$ cat src/design/gpmo_pkg.sv
// Shared constants, types and controller/datapath signal groups for the
// masked-output register window. No dependencies.
`default_nettype none

package gpmo_pkg;

  localparam int WindowBytes = 8192;
  localparam int BankCount   = 32;

  localparam int AddrW = 14;
  localparam int DataW = 32;
  localparam int SizeW = 3;

  localparam int OutBase    = 32'h1700;
  localparam int InBase     = 32'h1740;
  localparam int MaskedBase = 32'h1780;

  localparam int Lanes    = 4;
  localparam int LaneSelW = 2;
  localparam int Rows     = WindowBytes / Lanes;
  localparam int RowW     = $clog2(Rows);
  localparam int BankW    = (BankCount > 1) ? $clog2(BankCount) : 1;

  localparam logic ActRead  = 1'b0;
  localparam logic ActWrite = 1'b1;

  localparam logic [SizeW-1:0] SizeWord = SizeW'(4);

  typedef enum logic [2:0] {
    StClear = 3'b001,
    StIdle  = 3'b010,
    StLoad  = 3'b100
  } state_e;

  typedef struct packed {
    logic clear;
    logic issue;
    logic load;
  } dp_cmd_t;

  typedef struct packed {
    logic clear_last;
  } dp_status_t;

endpackage

`default_nettype wire

$ cat src/design/gpmo_ctrl.sv
// Controller: clearing pass after reset, request acceptance, result hand-off.
// Depends on gpmo_pkg.
`default_nettype none

module gpmo_ctrl (
  input  wire logic                  clk_i,
  input  wire logic                  rst_ni,
  input  wire logic                  in_valid_i,
  output logic                       in_ready_o,
  output logic                       out_valid_o,
  input  wire logic                  out_ready_i,
  output gpmo_pkg::dp_cmd_t          cmd_o,
  input  wire gpmo_pkg::dp_status_t  status_i
);
  import gpmo_pkg::*;

  state_e state_q, state_d;
  logic   out_valid_q, out_valid_d;
  logic   in_ready;

  assign in_ready = (state_q == StIdle) && (!out_valid_q || out_ready_i);

  always_comb begin
    state_d = state_q;
    case (state_q)
      StClear: begin
        if (status_i.clear_last) begin
          state_d = StIdle;
        end
      end
      StIdle: begin
        if (in_valid_i && in_ready) begin
          state_d = StLoad;
        end
      end
      StLoad: begin
        state_d = StIdle;
      end
      default: begin
        state_d = StClear;
      end
    endcase
  end

  always_comb begin
    if (state_q == StLoad) begin
      out_valid_d = 1'b1;
    end else if (out_ready_i) begin
      out_valid_d = 1'b0;
    end else begin
      out_valid_d = out_valid_q;
    end
  end

  always_ff @(posedge clk_i or negedge rst_ni) begin
    if (!rst_ni) begin
      state_q     <= StClear;
      out_valid_q <= 1'b0;
    end else begin
      state_q     <= state_d;
      out_valid_q <= out_valid_d;
    end
  end

  assign cmd_o.clear  = (state_q == StClear);
  assign cmd_o.issue  = in_valid_i && in_ready;
  assign cmd_o.load   = (state_q == StLoad);
  assign in_ready_o   = in_ready;
  assign out_valid_o  = out_valid_q;

endmodule

`default_nettype wire

$ cat config.mk
export PLATFORM = sky130hd
export DESIGN_NAME = gpmo_ctrl
export DESIGN_NICKNAME = d
export VERILOG_FILES = /design/src/design/gpmo_pkg.sv /design/src/design/gpmo_ctrl.sv
export SDC_FILE = /design/constraint.sdc
export NUM_CORES = 1
export LEC_CHECK = 0
export BUFFER_PORTS_ARGS = -buffer_cell sky130_fd_sc_hd__buf_2
export CORE_AREA = 5 5 42 44
export DETAILED_ROUTE_END_ITERATION = 10
export DIE_AREA = 0 0 47 49
export SYNTH_ARGS = -nofsm -noshare
export SYNTH_HDL_FRONTEND = slang
export SYNTH_SLANG_ARGS = --single-unit
$ cat constraint.sdc
create_clock -name clk_i -period 1.3 [get_ports clk_i]
set_input_delay 0 -clock clk_i [delete_from_list [all_inputs] [get_ports clk_i]]
set_output_delay 0 -clock clk_i [all_outputs]
set_load 0.02 [all_outputs]
==> flow_metrics.py <==
metrics = {
    "synth": {
        "proportion_of_register_bits_with_asynchronous_set_or_reset_after_synthesis_pct": 100,
        "post_synth_top_area_share_pct": 36.8,
        "seq_area_frac_synth_pct": 49.7,
        "synth_top_cells_by_area": "sky130_fd_sc_hd__dfrtp_1, sky130_fd_sc_hd__dfstp_2, sky130_fd_sc_hd__nor3b_2",
        "synth_edf_count": 0,
        "synthesis.yosys.warnings": 0,
        "postSynth.topFlopCell": "sky130_fd_sc_hd__dfrtp_1",
        "synth_nets": 23,
        "mappedNetlistArea_um2": 204,
        "post_synth_num_cell_types": 12,
        "postSynthRegisterBits": 4,
        "synth.cells.most_frequent": "sky130_fd_sc_hd__dfrtp_1, sky130_fd_sc_hd__nand2b_1, sky130_fd_sc_hd__and2_1, sky130_fd_sc_hd__nor3b_2",
        "post-synth-top-area-cell": "sky130_fd_sc_hd__dfrtp_1",
        "synthesized_netlist_cell_count": 18,
        "synthesis.area_per_instance_um2": 11.3,
    },
    "critical_path": {
        "reg_to_reg_setup_timing_slack_ns": 0.14,
        "critical_path.top_delay_family": "flip-flops",
        "crit_path_max_fanout": 4,
        "crit_type": "flop to output pin",
        "critical_path.startpoint_type": "flop",
        "reg2regPathDepth": 2,
        "worstPathRequired_ns": 1.30,
        "timing.rr.start": "state_q[0]",
        "r2r_end": "state_q[1]",
        "cp_slowest_cell": "sky130_fd_sc_hd__dfstp_2",
        "cell_breakdown_of_the_critical_path": "nand2b_4 -> nor3b_4 -> and2_1 -> buf_6",
        "critical-path-max-stage-delay_ns": 0.54,
        "crit_arrival_ns": 1.24,
        "path_buf_inv": 1,
        "crit_start": "state_q[0]",
        "critPathCaptureType": "output pin",
    },
    "detailed_routing": {
        "pre_repair_dr_iteration_count": 3,
        "final_routed_wire_length_divided_by_cell_count_um": 9.43,
        "drtIter0Drc": 3,
        "drt-total-wl_um": 462,
        "dr_vias": 177,
        "ant_nets": 0,
        "drcViolationCount": 0,
        "routed_via_density": 3.61,
    },
    "final_layout": {
        "layout-drive-gt1-share_pct": 57.6,
        "final_net_count": 39,
        "antenna_cells": 0,
        "final_util_pct": 23.8,
        "syn2layout_area_growth_pct": 63.8,
    },
    "status": {
        "outcome": "completed",
    },
    "sta": {
        "worst_slew_pin_slew_ns": 0.390,
        "finalSetupViolCount": 0,
        "final.period_utilization_pct": 95.3,
        "finalWorstPathRequiredPeriod_ns": 1.24,
        "timing_max_transition_violations_final": 0,
        "max_freq_mhz": 807,
        "finalClockSkew_ns": 0.00602,
        "headroom_to_the_max_slew_limit_pct": 73.7,
        "timing.setup.tns_ns": 0,
        "hold_viol": 0,
        "grt_setup_unrepaired": "no",
        "timing.hold.ws_ns": 0.00520,
        "fin_ws_ns": 0.0605,
    },
    "place": {
        "routability_driven_placement_congestion_ratio": 0.615,
        "io_buffers": 9,
        "worst_slack_placed_ns": 0.163,
        "dp_hpwl_um": 379,
    },
    "power": {
        "peakVddDrop_uv": 379,
        "static-leakage-power_nw": 0.172,
        "share_clk_of_total_power_pct": 26.9,
        "power_density_nw_per_um2": 1870,
        "combinationalPowerShare_pct": 36.8,
        "seq_power_share_pct": 36.2,
        "totalPowerFinal_mw": 0.624,
        "power_switching_share_pct": 34.8,
        "switching_power_mw": 0.217,
        "p_int_mw": 0.407,
    },
    "clocking": {
        "htreeDepth": 1,
        "tritoncts_num_sinks": 4,
        "root_buffer": "sky130_fd_sc_hd__clkbuf_4",
        "clock_path_buffers": 2,
        "clock_latency_on_the_worst_skew_pair_ns": 0.24,
        "cts_tree": "done",
        "numCtsBuffers": 3,
        "clkTransAtPathRegs_ns": 0.04,
    },
    "global_routing": {
        "first_global_vias": 190,
        "pin_count_of_the_biggest_net_entering_global_routing": 6,
        "grt_antenna_before_repair": 0,
        "grt_overflow": 0,
        "track_usage_pct": 5.02,
        "grt_first_pass_wirelength_um": 738,
    },
    "floorplanning": {
        "fp.dieW_um": 47,
        "number_of_placement_rows": 14,
        "fp.dieArea_um2": 2300,
        "die_height_um": 49,
        "fp.coreArea_um2": 1400,
        "effective_utilization_at_floorplan_pct": 14.6,
        "io_pins": 10,
    },
    "hold_path": {
        "hold_path_end": "state_q[2]",
        "whs_path_depth": 2,
        "min-delay-start": "in_valid_i",
        "timing.hold.worst.class": "primary input to flop",
    },
    "run": {
        "cap_violations": 0,
    },
}
==> layer usage <==
layer  wire [um]  global-route usage, %  vias up
met5           0                      0        -
met4           0                   5.53        0
met2         247                   7.24        5
li1            -                      -       90
met3          50                   2.21        0
met1         164                   4.68       82
==> metrics by stage <==
stage          cell area (um2)  cells
2_1_floorplan              204     18
3_3_place_gp               262     42
3_5_place_dp               262     42
4_1_cts                    308     47
5_1_grt                    334     49
6_report                   334     49
==> worst reg2reg max path: stages (launching register included) <==
cell and delay, ns:
sky130_fd_sc_hd__dfstp_2 0.54, sky130_fd_sc_hd__nor4bb_1 0.40, sky130_fd_sc_hd__a211o_1 0.15
==> worst max-delay path by stage <==
stage	to	cells after the start
after detailed placement	state_q[1]	2
after floorplan	cmd_o[1]	3
after CTS	cmd_o[1]	4
after global routing	cmd_o[1]	4
final	cmd_o[1]	4
after global placement	state_q[1]	2
==> flip-flops by register name, summed over array words and instances, names as in the netlist <==
| name | cells |
|---|---|
| state_q | 3 |
| out_valid_o | 1 |
==> kinds of logic (layout without fill, tap and decap cells) <==
family,after synthesis,count (layout),share of synthesized area (%)
and+or+nand+nor,12,12,42.3
DFF,4,4,49.7
AOI/OAI and AO/OA,1,1,4.30
buffers and inverters,1,16,3.68
==> cell usage in the layout (no fill, tap or decap) <==
cell | synthesis | final
sky130_fd_sc_hd__clkbuf_1 | 0 | 1
sky130_fd_sc_hd__dfrtp_1 | 3 | 2
sky130_fd_sc_hd__nor2_1 | 1 | 1
sky130_fd_sc_hd__nor3b_1 | 1 | 1
sky130_fd_sc_hd__a211o_1 | 1 | 1
sky130_fd_sc_hd__nand2_1 | 1 | 1
sky130_fd_sc_hd__nor3b_2 | 2 | 1
sky130_fd_sc_hd__buf_4 | 1 | 2
sky130_fd_sc_hd__dlygate4sd3_1 | 0 | 1
sky130_fd_sc_hd__clkbuf_4 | 0 | 3
sky130_fd_sc_hd__buf_2 | 0 | 8
sky130_fd_sc_hd__and2_1 | 2 | 2
sky130_fd_sc_hd__dfrtp_2 | 0 | 1
sky130_fd_sc_hd__dfstp_2 | 1 | 1
sky130_fd_sc_hd__nand2b_1 | 3 | 2
sky130_fd_sc_hd__nor3b_4 | 0 | 1
sky130_fd_sc_hd__nor3_1 | 1 | 1
sky130_fd_sc_hd__nor4bb_1 | 1 | 1
sky130_fd_sc_hd__nand2b_4 | 0 | 1
sky130_fd_sc_hd__buf_6 | 0 | 1
==> layout make-up <==
class / count / area, um2
timing repair buffer: 12 / 76.3
sequential: 4 / 103
tap: 16 / 20.0
fill: 170 / 1070
multi-input combinational: 13 / 109
clock buffer: 4 / 26.3
==> power by group through the flow <==
stage	Sequential, mW	Clock (mW)	Combinational [mW]
finish	0.226	0.168	0.230
global route	0.235	0.180	0.251
CTS	0.221	0.177	0.219
detailed placement	0.214	0	0.199
global placement	0.209	0	0.200
floorplan	0.209	0	0.140
==> timing repair <==
item | CTS | global route
hold buffers | 1 | 0
resized for setup | 2 | 3
buffers inserted | 0 | 2
hold endpoints to repair | 4 | 0
setup endpoints to repair | 1 | 1
pin swaps | 2 | 1
Note: power is estimated with default switching activity, not from simulation.
